<file path="src/rtl/assert_macros.svh">
// Assertion macros shared by the RTL of the maximal ones rectangle block.
// Expects clk_i and rst_ni in the scope where a macro is used.
`ifndef ASSERT_MACROS_SVH
`define ASSERT_MACROS_SVH

// Property must hold at every clock edge out of reset
`define MOR_ASSERT(label, prop, msg) \
  label: assert property (@(posedge clk_i) disable iff (!rst_ni) prop) \
    else $error(msg);

// Condition must never be true out of reset
`define MOR_NEVER(label, cond, msg) \
  label: assert property (@(posedge clk_i) disable iff (!rst_ni) !(cond)) \
    else $error(msg);

`endif

</file>
<file path="src/rtl/mor_pkg.sv">
// Shared constants and types of the maximal ones rectangle block.
// No dependencies; used by every module of the block.
`timescale 1ns / 1ps

package mor_pkg;

  localparam int MAX_COLS    = 64;
  localparam int MAX_ROWS    = 64;
  localparam int COL_W       = $clog2(MAX_COLS);
  localparam int CNT_W       = $clog2(MAX_COLS + 1);
  localparam int HGT_W       = $clog2(MAX_ROWS + 1);
  localparam int CFG_W       = 7;
  localparam int AREA_W      = 13;
  localparam int AREA_MAX    = (1 << AREA_W) - 1;
  localparam int IN_TDATA_W  = 8;
  localparam int OUT_TDATA_W = ((AREA_W + 7) / 8) * 8;

  typedef logic [COL_W-1:0]  col_t;
  typedef logic [CNT_W-1:0]  cnt_t;
  typedef logic [HGT_W-1:0]  hgt_t;
  typedef logic [AREA_W-1:0] area_t;

  // Height memory read request
  typedef struct packed {
    logic en;
    col_t addr;
  } hrd_req_t;

  // Control from the cell sequencer to the row evaluator
  typedef struct packed {
    logic start;
    logic clear_best;
    cnt_t n;
  } eval_ctl_t;

  // Status back from the row evaluator
  typedef struct packed {
    logic  done;
    area_t best;
  } eval_sts_t;

endpackage

</file>
<file path="src/rtl/mor_height_store.sv">
// Column height memory with per-column valid bits; an unwritten column reads zero.
// Depends on mor_pkg.
`timescale 1ns / 1ps

module mor_height_store (
  input  logic              clk_i,
  input  logic              rst_ni,
  input  mor_pkg::hrd_req_t rd_i,
  input  logic              wr_en_i,
  input  mor_pkg::col_t     wr_addr_i,
  input  mor_pkg::hgt_t     wr_data_i,
  input  logic              clr_all_i,
  output mor_pkg::hgt_t     rd_data_o
);
  import mor_pkg::*;

  hgt_t                mem [MAX_COLS];
  logic [MAX_COLS-1:0] valid_q;
  hgt_t                rd_q;
  logic                rd_vld_q;

  // valid bits: cleared at reset and at end of matrix
  always_ff @(posedge clk_i or negedge rst_ni) begin
    if (!rst_ni) begin
      valid_q  <= '0;
      rd_vld_q <= 1'b0;
    end else begin
      if (clr_all_i) begin
        valid_q <= '0;
      end else if (wr_en_i) begin
        valid_q[wr_addr_i] <= 1'b1;
      end
      if (rd_i.en) begin
        rd_vld_q <= valid_q[rd_i.addr];
      end
    end
  end

  // storage, one write and one registered read per cycle
  always_ff @(posedge clk_i) begin
    if (wr_en_i) begin
      mem[wr_addr_i] <= wr_data_i;
    end
    if (rd_i.en) begin
      rd_q <= mem[rd_i.addr];
    end
  end

  assign rd_data_o = rd_vld_q ? rd_q : '0;

endmodule

</file>
<file path="src/rtl/mor_hist_eval.sv">
// Row evaluator: largest rectangle under the height histogram with a
// monotonic stack kept in memory (top entry in registers). Depends on mor_pkg.
`timescale 1ns / 1ps

module mor_hist_eval (
  input  logic               clk_i,
  input  logic               rst_ni,
  input  mor_pkg::eval_ctl_t ctl_i,
  output mor_pkg::hrd_req_t  hrd_o,
  input  mor_pkg::hgt_t      hgt_i,
  output mor_pkg::eval_sts_t sts_o
);
  import mor_pkg::*;

  localparam int PROD_W = HGT_W + CNT_W;
  typedef logic [PROD_W-1:0] prod_t;

  // stack entry: bar height and the leftmost column it spans
  typedef struct packed {
    hgt_t h;
    col_t left;
  } stk_ent_t;

  typedef enum logic [1:0] {
    E_IDLE,
    E_RD,
    E_POP,
    E_LOAD
  } eval_state_e;

  eval_state_e state_q;
  cnt_t        n_q, i_q, depth_q;
  col_t        left_q;
  stk_ent_t    top_q;
  area_t       best_q;
  logic        done_q;

  stk_ent_t    stk_mem [MAX_COLS];
  stk_ent_t    stk_rd_q;

  logic        lt_n, pop, stk_we, stk_re;
  hgt_t        cur;
  cnt_t        i_nxt, dm1, dm2, bar_w;
  prod_t       prod;
  area_t       area_sat;

  // pop decision and area of the bar leaving the stack
  always_comb begin
    lt_n     = i_q < n_q;
    cur      = lt_n ? hgt_i : '0;
    pop      = (depth_q != '0) && (top_q.h >= cur);
    i_nxt    = i_q + cnt_t'(1);
    dm1      = depth_q - cnt_t'(1);
    dm2      = depth_q - cnt_t'(2);
    bar_w    = i_q - cnt_t'(top_q.left);
    prod     = prod_t'(top_q.h) * prod_t'(bar_w);
    area_sat = (prod > prod_t'(AREA_MAX)) ? area_t'(AREA_MAX) : area_t'(prod);
    stk_we   = (state_q == E_POP) && !pop && lt_n && (depth_q != '0);
    stk_re   = (state_q == E_POP) && pop && (depth_q > cnt_t'(1));
  end

  // height reads: column 0 at start, next column on each push
  always_comb begin
    hrd_o.en   = 1'b0;
    hrd_o.addr = i_nxt[COL_W-1:0];
    if (state_q == E_RD) begin
      hrd_o.en   = 1'b1;
      hrd_o.addr = i_q[COL_W-1:0];
    end else if ((state_q == E_POP) && !pop && lt_n && (i_nxt < n_q)) begin
      hrd_o.en = 1'b1;
    end
  end

  // stack memory: old top spills on push, entry below reloads on pop
  always_ff @(posedge clk_i) begin
    if (stk_we) begin
      stk_mem[dm1[COL_W-1:0]] <= top_q;
    end
    if (stk_re) begin
      stk_rd_q <= stk_mem[dm2[COL_W-1:0]];
    end
  end

  // sequencer
  always_ff @(posedge clk_i or negedge rst_ni) begin
    if (!rst_ni) begin
      state_q <= E_IDLE;
      n_q     <= '0;
      i_q     <= '0;
      depth_q <= '0;
      left_q  <= '0;
      top_q   <= '0;
      best_q  <= '0;
      done_q  <= 1'b0;
    end else begin
      done_q <= 1'b0;
      unique case (state_q)
        E_IDLE: begin
          if (ctl_i.clear_best) begin
            best_q <= '0;
          end
          if (ctl_i.start) begin
            n_q     <= ctl_i.n;
            i_q     <= '0;
            depth_q <= '0;
            left_q  <= '0;
            state_q <= E_RD;
          end
        end
        E_RD: begin
          state_q <= E_POP;
        end
        E_POP: begin
          if (pop) begin
            if (area_sat > best_q) begin
              best_q <= area_sat;
            end
            depth_q <= dm1;
            left_q  <= top_q.left;
            if (depth_q > cnt_t'(1)) begin
              state_q <= E_LOAD;
            end
          end else if (lt_n) begin
            top_q.h    <= cur;
            top_q.left <= left_q;
            depth_q    <= depth_q + cnt_t'(1);
            i_q        <= i_nxt;
            left_q     <= i_nxt[COL_W-1:0];
          end else begin
            // closing bar handled and stack empty
            done_q  <= 1'b1;
            state_q <= E_IDLE;
          end
        end
        E_LOAD: begin
          top_q   <= stk_rd_q;
          state_q <= E_POP;
        end
        default: state_q <= E_IDLE;
      endcase
    end
  end

  assign sts_o.done = done_q;
  assign sts_o.best = best_q;

endmodule

</file>
<file path="src/rtl/maximal_ones_rectangle.sv">
// Maximal all-ones rectangle of a streamed binary matrix. Each accepted cell
// goes through a height read, then a write-back of the updated column height.
// At a row end of n columns the evaluator runs, during which no cell is taken;
// every column is pushed and popped once (n pops), and each pop that leaves
// entries below reloads the new top through a registered stack memory read.
// The result of the whole matrix leaves on the master stream after the cell
// marked tlast; the output register lets the next matrix start while it waits.
// Depends on mor_pkg, mor_height_store, mor_hist_eval and assert_macros.svh.
`timescale 1ns / 1ps
`include "assert_macros.svh"

module maximal_ones_rectangle (
  input  logic                                 clk_i,
  input  logic                                 rst_ni,
  // configuration: row_width
  input  logic                                 cfg_we_i,
  input  logic [mor_pkg::CFG_W-1:0]            cfg_wdata_i,
  // cell stream
  input  logic                                 s_axis_tvalid,
  output logic                                 s_axis_tready,
  input  logic [mor_pkg::IN_TDATA_W-1:0]       s_axis_tdata,  // [0] cell_req, rest zero
  input  logic                                 s_axis_tlast,  // last cell of matrix
  // result stream
  output logic                                 m_axis_tvalid,
  input  logic                                 m_axis_tready,
  output logic [mor_pkg::OUT_TDATA_W-1:0]      m_axis_tdata   // [12:0] max_area, rest zero
);
  import mor_pkg::*;

  typedef enum logic [1:0] {
    S_IDLE,
    S_UPD,
    S_EVAL,
    S_OUT
  } top_state_e;

  top_state_e        state_q;
  logic [CFG_W-1:0]  row_width_q;
  logic              cell_q, last_q;
  col_t              col_q;
  logic              out_valid_q;
  area_t             out_data_q;

  cnt_t              width_eff, col_inc;
  logic              accept, row_end, out_free;
  hgt_t              hgt_rd, hgt_new;
  hrd_req_t          hrd, eval_hrd;
  eval_ctl_t         eval_ctl;
  eval_sts_t         eval_sts;

  // effective row width: zero counts as one, clamp to the column count
  always_comb begin
    if (row_width_q == '0) begin
      width_eff = cnt_t'(1);
    end else if (int'(row_width_q) > MAX_COLS) begin
      width_eff = cnt_t'(MAX_COLS);
    end else begin
      width_eff = cnt_t'(row_width_q);
    end
  end

  // handshake and row end
  assign s_axis_tready = (state_q == S_IDLE);
  assign accept        = s_axis_tvalid && s_axis_tready;
  assign col_inc       = cnt_t'(col_q) + cnt_t'(1);
  assign row_end       = (col_inc >= width_eff) || last_q;
  assign out_free      = !out_valid_q || m_axis_tready;

  // height update: set cell adds one up to MAX_ROWS, clear cell zeroes
  always_comb begin
    if (!cell_q) begin
      hgt_new = '0;
    end else if (hgt_rd < hgt_t'(MAX_ROWS)) begin
      hgt_new = hgt_rd + hgt_t'(1);
    end else begin
      hgt_new = hgt_rd;
    end
  end

  // height read port: cell sequencer on a beat, evaluator otherwise
  always_comb begin
    if (accept) begin
      hrd.en   = 1'b1;
      hrd.addr = col_q;
    end else begin
      hrd = eval_hrd;
    end
  end

  assign eval_ctl.start      = (state_q == S_UPD) && row_end;
  assign eval_ctl.n          = col_inc;
  assign eval_ctl.clear_best = (state_q == S_OUT) && out_free;

  mor_height_store u_height (
    .clk_i     (clk_i),
    .rst_ni    (rst_ni),
    .rd_i      (hrd),
    .wr_en_i   (state_q == S_UPD),
    .wr_addr_i (col_q),
    .wr_data_i (hgt_new),
    .clr_all_i (eval_ctl.clear_best),
    .rd_data_o (hgt_rd)
  );

  mor_hist_eval u_eval (
    .clk_i  (clk_i),
    .rst_ni (rst_ni),
    .ctl_i  (eval_ctl),
    .hrd_o  (eval_hrd),
    .hgt_i  (hgt_rd),
    .sts_o  (eval_sts)
  );

  // cell sequencer, config register and output register
  always_ff @(posedge clk_i or negedge rst_ni) begin
    if (!rst_ni) begin
      state_q     <= S_IDLE;
      row_width_q <= CFG_W'(MAX_COLS);
      cell_q      <= 1'b0;
      last_q      <= 1'b0;
      col_q       <= '0;
      out_valid_q <= 1'b0;
      out_data_q  <= '0;
    end else begin
      if (cfg_we_i) begin
        row_width_q <= cfg_wdata_i;
      end
      // output state reloads the register itself
      if (out_valid_q && m_axis_tready && (state_q != S_OUT)) begin
        out_valid_q <= 1'b0;
      end
      unique case (state_q)
        S_IDLE: begin
          if (accept) begin
            cell_q  <= s_axis_tdata[0];
            last_q  <= s_axis_tlast;
            state_q <= S_UPD;
          end
        end
        S_UPD: begin
          if (row_end) begin
            col_q   <= '0;
            state_q <= S_EVAL;
          end else begin
            col_q   <= col_inc[COL_W-1:0];
            state_q <= S_IDLE;
          end
        end
        S_EVAL: begin
          if (eval_sts.done) begin
            state_q <= last_q ? S_OUT : S_IDLE;
          end
        end
        S_OUT: begin
          if (out_free) begin
            out_valid_q <= 1'b1;
            out_data_q  <= eval_sts.best;
            state_q     <= S_IDLE;
          end
        end
        default: state_q <= S_IDLE;
      endcase
    end
  end

  assign m_axis_tvalid = out_valid_q;
  assign m_axis_tdata  = OUT_TDATA_W'(out_data_q);

  // checks on the sequencing
  `MOR_ASSERT(a_result_from_out, $rose(m_axis_tvalid) |-> $past(state_q == S_OUT), "result beat not from output state")
  `MOR_NEVER(a_done_outside_eval, eval_sts.done && (state_q != S_EVAL), "row evaluation finished while not waited for")
  `MOR_ASSERT(a_row_restart, $rose(m_axis_tvalid) |-> (col_q == '0), "column count not cleared at end of matrix")

endmodule
</file>
<file path="config.mk">
export PLATFORM = sky130hd
export DESIGN_NAME = maximal_ones_rectangle
export DESIGN_NICKNAME = d
export VERILOG_FILES = /design/src/rtl/mor_pkg.sv /design/src/rtl/mor_height_store.sv /design/src/rtl/mor_hist_eval.sv /design/src/rtl/maximal_ones_rectangle.sv
export VERILOG_INCLUDE_DIRS = /design/src /design/src/rtl
export SDC_FILE = /design/constraint.sdc
export NUM_CORES = 2
export LEC_CHECK = 0
export ABC_AREA = 1
export BUFFER_PORTS_ARGS = -buffer_cell sky130_fd_sc_hd__buf_4
export CORE_ASPECT_RATIO = 1.2
export CORE_MARGIN = 3
export CORE_UTILIZATION = 50
export CTS_CLUSTER_DIAMETER = 100
export DETAILED_ROUTE_END_ITERATION = 10
export PLACE_DENSITY = 0.65
export SETUP_SLACK_MARGIN = 0.2
export SLEW_MARGIN = 20
export SYNTH_ARGS = -nofsm -noshare
export SYNTH_HDL_FRONTEND = slang
export SYNTH_SLANG_ARGS = --single-unit
</file>
<file path="constraint.sdc">
create_clock -name clk_i -period 8.45 [get_ports clk_i]
set_input_delay 2.535 -clock clk_i [delete_from_list [all_inputs] [get_ports clk_i]]
set_output_delay 2.535 -clock clk_i [all_outputs]
set_load 0.005 [all_outputs]
</file>
=== After elaboration in Yosys (flattened, before gate mapping) ===
Memories as Yosys holds them, arrays and structs flattened. A register that Yosys moved wholly into a read port is not among the register bits.
Index checks and enable logic that the tools add are counted.

* Register bits: 152
* Memory bits (writable): 1,280
* Bits of input ports: 21
* Output and inout port bits: 18
* Logic and storage cells: 151
* Memories kept: 2

{| class="wikitable"
|+ Memory list
! memory !! words !! bits a word !! rd ports !! clocked after Yosys merged registers in !! write ports !! RTL line !! RTL
|-
| u_eval.stk_mem || 64 || 13 || 1 || 1 || 1 || mor_hist_eval.sv:38 || <nowiki>stk_ent_t stk_mem [MAX_COLS];</nowiki>
|-
| u_height.mem || 64 || 7 || 1 || 1 || 1 || mor_height_store.sv:17 || <nowiki>hgt_t mem [MAX_COLS];</nowiki>
|}

* $add $sub $neg: 7
* Multipliers: 1
* Magnitude comparators: 12
* Eq/ne operators: 19
* Muxes and demuxes: 57
* Bitwise logic cells: 1
* Reduce and logical (&&, ||, !) cells: 34

{| class="wikitable"
|+ Operator list
! operator !! number
|-
| 64-bit two-way mux || 2
|-
| 7-bit two-way mux || 12
|-
| 13-bit two-way mux || 6
|-
| 64-bit OR || 1
|-
| 13-bit one-hot mux with 2 select lines || 2
|-
| 6-bit two-way mux || 5
|-
| 7-bit one-hot mux with 2 select lines || 2
|-
| 7-bit by 1-bit adder with 7-bit output (second input constant) || 3
|-
| 2-bit two-way mux || 9
|-
| 7-bit greater-or-equal comparator || 2
|-
| 14-bit by 13-bit greater-than comparator with 1-bit output (second input constant) || 1
|-
| 6-bit by 7-bit < comparator with 1-bit output (second input constant) || 2
|-
| 7-bit < comparator || 2
|-
| 7-bit by 7-bit multiplier with 14-bit output || 1
|-
| 1-bit two-way mux || 14
|-
| 13-bit greater-than comparator || 1
|-
| 1-bit logical AND || 13
|-
| 2-bit != test (second input constant) || 6
|-
| 6-bit one-hot mux with 2 select lines || 1
|-
| 3-bit AND reduction || 4
|-
| 2-bit equality test (second input constant) || 4
|-
| 2-bit by 1-bit != test with 1-bit output (second input constant) || 4
|-
| 2-bit one-hot mux with 4 select lines || 1
|-
| 4-bit AND reduction || 2
|-
| 22 further kinds || 31
|}

=== Logic depth before layout (Yosys ltp) ===
* Word-level depth: 13
* Mapped depth: 44
* Mapped depth without buffers: 42

=== Modules after synthesis ===
A second synthesis with hierarchy kept.

* Cell total of the unflattened synthesis: 5,792
* Area, all modules: 62,929.1 um^2

{| class="wikitable"
|+ By module, submodules not included
! module !! times used !! cells an instance !! area an instance (um^2)
|-
| mor_hist_eval || 1 || 3,678 || 39,795.7
|-
| mor_height_store || 1 || 1,877 || 21,287.9
|-
| maximal_ones_rectangle || 1 || 237 || 1,845.5
|}

=== Worst setup path after synthesis ===
Ideal clock, no wire load.

* Path type: flip-flop to flip-flop
* Start: reg u_eval.top_q[0] in the netlist's numbering
* End: reg u_eval.best_q[1]
* Library setup time: 0.130 ns
* Data arrival time: 7.178 ns
* Data required time: 8.320 ns
* Path slack: 1.142 ns
* Cell stages (with the launch flop): 42
* Buffers on the path: 2
* Period minus slack after synthesis: 7.308 ns
* Cells stage by stage: dfrtp_1 ha_1 inv_1 fa_1 a31oi_1 inv_1 nand2_1 nand2_1 a21oi_1 xnor2_1 inv_1 nand2_1 fa_1 fa_1 inv_1 fa_1 inv_1 fa_1 (+6 left out) nand3b_1 or2_2 nand2_1 inv_1 buf_2 o21ai_0 inv_1 ha_1 o21a_1 o21ai_0 nand3_1 nand2_1 o21ai_0 nand2_1 nand2_1 buf_2 nand2_1 o21ai_0

* Longest elaborated chain between the ends: 7
* Elaborated cells on any way between the ends: 10

{| class="wikitable"
|+ RTL lines
! what !! RTL line !! RTL
|-
| start, declared || mor_hist_eval.sv:34 || <nowiki>stk_ent_t top_q;</nowiki>
|-
| start signal, assigned || mor_hist_eval.sv:136 || <nowiki>top_q <= stk_rd_q;</nowiki>
|-
| 7-bit by 6-bit subtractor with 7-bit output * || mor_hist_eval.sv:55 || <nowiki>bar_w = i_q - cnt_t'(top_q.left);</nowiki>
|-
| 7-bit by 7-bit multiplier with 14-bit output * || mor_hist_eval.sv:56 || <nowiki>prod = prod_t'(top_q.h) * prod_t'(bar_w);</nowiki>
|-
| 14-bit by 13-bit greater-than comparator with 1-bit output || mor_hist_eval.sv:57 || <nowiki>area_sat = (prod > prod_t'(AREA_MAX)) ? area_t'(AREA_MAX) : area_t'(prod);</nowiki>
|-
| 13-bit two-way mux * || mor_hist_eval.sv:57 ||
|-
| 13-bit greater-than comparator or 13-bit two-way mux (tied branches) || mor_hist_eval.sv:115 || <nowiki>if (area_sat > best_q) begin</nowiki>
|-
| 2-bit != test (no source line) or 13-bit two-way mux (tied branches) || - ||
|-
| 4-bit AND reduction (no source line) or 13-bit one-hot mux with 2 select lines (tied branches) || - ||
|-
| end signal, assigned || mor_hist_eval.sv:116 || <nowiki>best_q <= area_sat;</nowiki>
|-
| end, declared || mor_hist_eval.sv:35 || <nowiki>area_t best_q;</nowiki>
|}

Mark *: on every way between the ends. The rest lies on a longest branch, timed or not. The select of a mux whose other input is x is not followed.
A chain may end at the register's enable or synchronous reset.

=== Final worst setup path ===
* Start: reg u_eval.i_q[0]
* End: reg u_eval.best_q[1]

* Longest elaborated chain between the ends: 7
* Elaborated cells on any way between the ends: 15

{| class="wikitable"
|+ RTL lines
! what !! RTL line !! RTL
|-
| start, declared || mor_hist_eval.sv:32 || <nowiki>cnt_t n_q, i_q, depth_q;</nowiki>
|-
| start signal, assigned || mor_hist_eval.sv:127 || <nowiki>i_q <= i_nxt;</nowiki>
|-
| 7-bit by 6-bit subtractor with 7-bit output || mor_hist_eval.sv:55 ||
|-
| 7-bit by 7-bit multiplier with 14-bit output || mor_hist_eval.sv:56 ||
|-
| 14-bit by 13-bit greater-than comparator with 1-bit output || mor_hist_eval.sv:57 ||
|-
| 13-bit two-way mux || mor_hist_eval.sv:57 ||
|-
| 13-bit greater-than comparator or 13-bit two-way mux (tied branches) || mor_hist_eval.sv:115 ||
|-
| 2-bit != test (no source line) or 13-bit two-way mux (tied branches) || - ||
|-
| 4-bit AND reduction (no source line) or 13-bit one-hot mux with 2 select lines (tied branches) || - ||
|}

Several ways; a longest one is shown, not always the timed one. The select of a mux whose other input is x is not followed.

==> impl_metrics.yaml <==
placement:
  pre_cts_ws_ns: 0.806
  place_congestion: 0.870
  numPortBuffers: 28
  dp_hpwl_mm: 89.7
power:
  power_mw: 14.0
  p_per_area_nw_per_um2: 204
  p_leak_nw: 22.2
  worst_ir_drop_vdd_uv: 204
detailed_routing:
  viasPerCell: 5.90
  ant_nets: 0
  drc: 0
  vias: 41000
  wire_per_inst_um: 23.0
  drt_iter0_drc: 4758
  totalWireLength_mm: 160
  dr.pass1.iters: 7
logic_synthesis:
  yosysUniqueCellTypes: 58
  synthCells: 5219
  yosys.area.top_type: "edfxtp_1"
  yosysWarnings: 0
  synth_edf_count: 1300
  yosys-top-cells-area: "edfxtp_1 (63%), dfrtp_1 (6.1%), o21ai_0 (5.6%)"
  synth_top_area_share_pct: 62.7
  avgSynthCellArea_um2: 11.9
  ys_async_sr_fraction_pct: 10.5
  synth_ff_type: "edfxtp_1"
  postSynthRegisterBits: 1452
  netlist_area_um2: 62200
  synth-seq-area-share_pct: 68.8
final_layout:
  postLayoutCoreUtil_pct: 55.6
  n_antenna_cell: 0
  nets: 5319
  drive_gt1_share_pct: 8.44
  syn_to_final_growth_pct: 10.2
  n_fill_cell: 10000
floorplan:
  die_y_um: 393
  io_pins: 39
  die_w_um: 328
  core_area_um2: 123000
  die_area_um2: 129000
  rows: 141
  start_util_pct: 50.5
global_route:
  grt_pass1_wl_mm: 241
  grt_pass1_vias: 39200
  antenna_found_initial: 1
  overflow: 0
  grt.total_usage_pct: 24.7
  grt_max_degree: 215
timing:
  fin_setup_tns_ns: 0
  slew_headroom_pct: 21.8
  hold_viol: 0
  tightestPinTransition_ns: 1.15
  min_period_ns: 7.42
  fin_crit_sh_pct: 87.8
  rsz0062_at_grt: "no"
  holdWs_ns: 0.487
  slew_viol_final: 0
  setup_ws_ns: 1.03
  setup_violations: 0
  max_freq_ghz: 0.135
  skew_ns: 0.0406
clock_tree:
  cts_resized: 0
  clock_latency_ns: 0.76
  cts_buffer_depth: 3
  cts_tree: "yes"
  post_cts_buffers: 0
  htreeDepth: 4
  hold_buffers: 0
  root_buffer: "clkbuf_16"
  cts_sinks: 1452
  cts_made_buffers: 145
  clk_pin_slew_ns: 0.06
critical_path:
  startpoint_type: "register"
  crit_fanout: 26
  worstPathRequired_ns: 9.04
  crit_slowest_cell: "fa_1"
  critPathArrivalTime_ns: 8.00
  critPathMaxStageDelay_ns: 0.49
  crit_path_end_kind: "register"
  worst-setup-path-type: "reg -> reg"
  cpMostUsedCell: "nand2_1"
worst_hold_path:
  hold_path.class: "reg -> reg"
run_status:
  status: "completed"
run:
  maxCapViolations: 0
==> stage by stage <==
step,std cells,area (um2)
floorplan,5221,62200
global placement,6684,64100
detailed placement,6684,64100
CTS,6943,68600
global route,6943,68600
finish,6943,68600
==> logic make-up after synthesis <==
group / count (synthesis) / synth area share (%)
xor gates and xnor gates: 26 / 0.366
and+or+nand+nor: 1609 / 10.7
buffers and inverters: 623 / 4.36
other: 1 / 0.00602
DFF: 1452 / 68.8
adders and majority gates: 111 / 2.53
AOI/OAI and AO/OA: 1386 / 13.0
muxes: 11 / 0.199
==> worst max-delay path: cells and delay by family (launching register included) <==
kind / cells / cell delay [ns]
compound gates: 6 / 0.87
simple gates: 16 / 1.61
buf+inv: 9 / 0.97
flops: 1 / 0.45
fa+ha+maj: 8 / 3.11
xor+xnor: 1 / 0.27
==> cell type report <==
| cell class | instances | area [um2] | area share [%] |
|---|---|---|---|
| timing repair buffer | 155 | 1220 | 1.78 |
| tap | 1644 | 2060 | 3.00 |
| clock inverter | 60 | 428 | 0.624 |
| sequential | 1452 | 42900 | 62.5 |
| clock buffer | 199 | 4070 | 5.94 |
| multi-input combinational | 3146 | 16800 | 24.6 |
| inverter | 287 | 1090 | 1.60 |
==> flip-flops by register name, summed over array words and instances (netlist names) <==
name	flops
u_eval.left_q	6
u_eval.stk_mem	832
u_eval.depth_q	7
u_height.rd_vld_q	1
u_eval.best_q	13
state_q	2
out_data_q	13
u_eval.top_q	13
row_width_q	7
u_eval.done_q	1
u_eval.i_q	7
m_axis_tvalid	1
u_eval.n_q	7
u_height.valid_q	64
u_height.rd_q	7
cell_q	1
u_eval.stk_rd_q	13
col_q	6
u_height.mem	448
last_q	1
u_eval.state_q	2
==> cell usage after synthesis, types with 77 or more instances <==
library cell,n
o211ai_1,133
inv_1,277
buf_2,92
o22ai_1,290
ha_1,86
a21oi_1,77
nor2_1,808
edfxtp_1,1300
nand2_1,456
o21ai_0,691
dfrtp_1,151
clkbuf_1,185
nand3_1,255
==> report_power, final <==
| group | total [mW] | internal, mW | switching [mW] |
|---|---|---|---|
| Combinational | 0.0662 | 0.0131 | 0.0531 |
| Sequential | 7.74 | 7.74 | 0.00277 |
| Clock | 6.15 | 3.54 | 2.61 |
| Total | 14.0 | 11.3 | 2.67 |
==> layer usage <==
| layer | part of all wire, % | vias up | global-route usage [%] |
|---|---|---|---|
| met2 | 49 | 1591 | 41.4 |
| li1 | - | 18800 | - |
| met3 | 6.6 | 353 | 3.58 |
| met4 | 4.4 | 2 | 10.7 |
| met1 | 40 | 20200 | 32.1 |
| met5 | 0.013 | - | 0 |
==> final timing paths <==
| kind | start | to | slack (ns) | cells after the start |
|---|---|---|---|---|
| worst max-delay path | u_eval.i_q[0] | u_eval.best_q[1] | 1.03 | 40 |
| worst min-delay path | u_eval.best_q[10] | u_eval.best_q[10] | 0.49 | 2 |
| worst max register to register | u_eval.i_q[0] | u_eval.best_q[1] | 1.03 | 40 |
| worst min register to register | u_eval.best_q[10] | u_eval.best_q[10] | 0.49 | 2 |
| max in group asynchronous | rst_ni | u_eval.depth_q[1] | 5.07 | 2 |
| min in group asynchronous | rst_ni | row_width_q[0] | 1.85 | 1 |
==> layout by cell type, fill, tap and decap left out, types with 13 or more instances in the layout <==
master,synthesis,routed
fa_1,25,25
xor2_1,16,15
o21ai_1,66,66
dfrtp_1,151,136
or2_0,20,20
o21bai_1,48,48
or2_1,19,19
inv_1,277,272
dfrtp_2,0,13
clkinv_2,0,14
edfxtp_1,1300,1300
o221ai_1,16,16
o21ai_0,691,691
a21oi_1,77,75
clkinv_1,2,39
clkbuf_1,185,41
nand3_1,255,255
o211ai_1,133,133
nor2_1,808,798
ha_1,86,85
clkbuf_16,0,155
o211ai_2,18,18
nand2_1,456,455
buf_4,25,150
o22ai_1,290,290
Note: power is estimated with default switching activity, not from simulation.
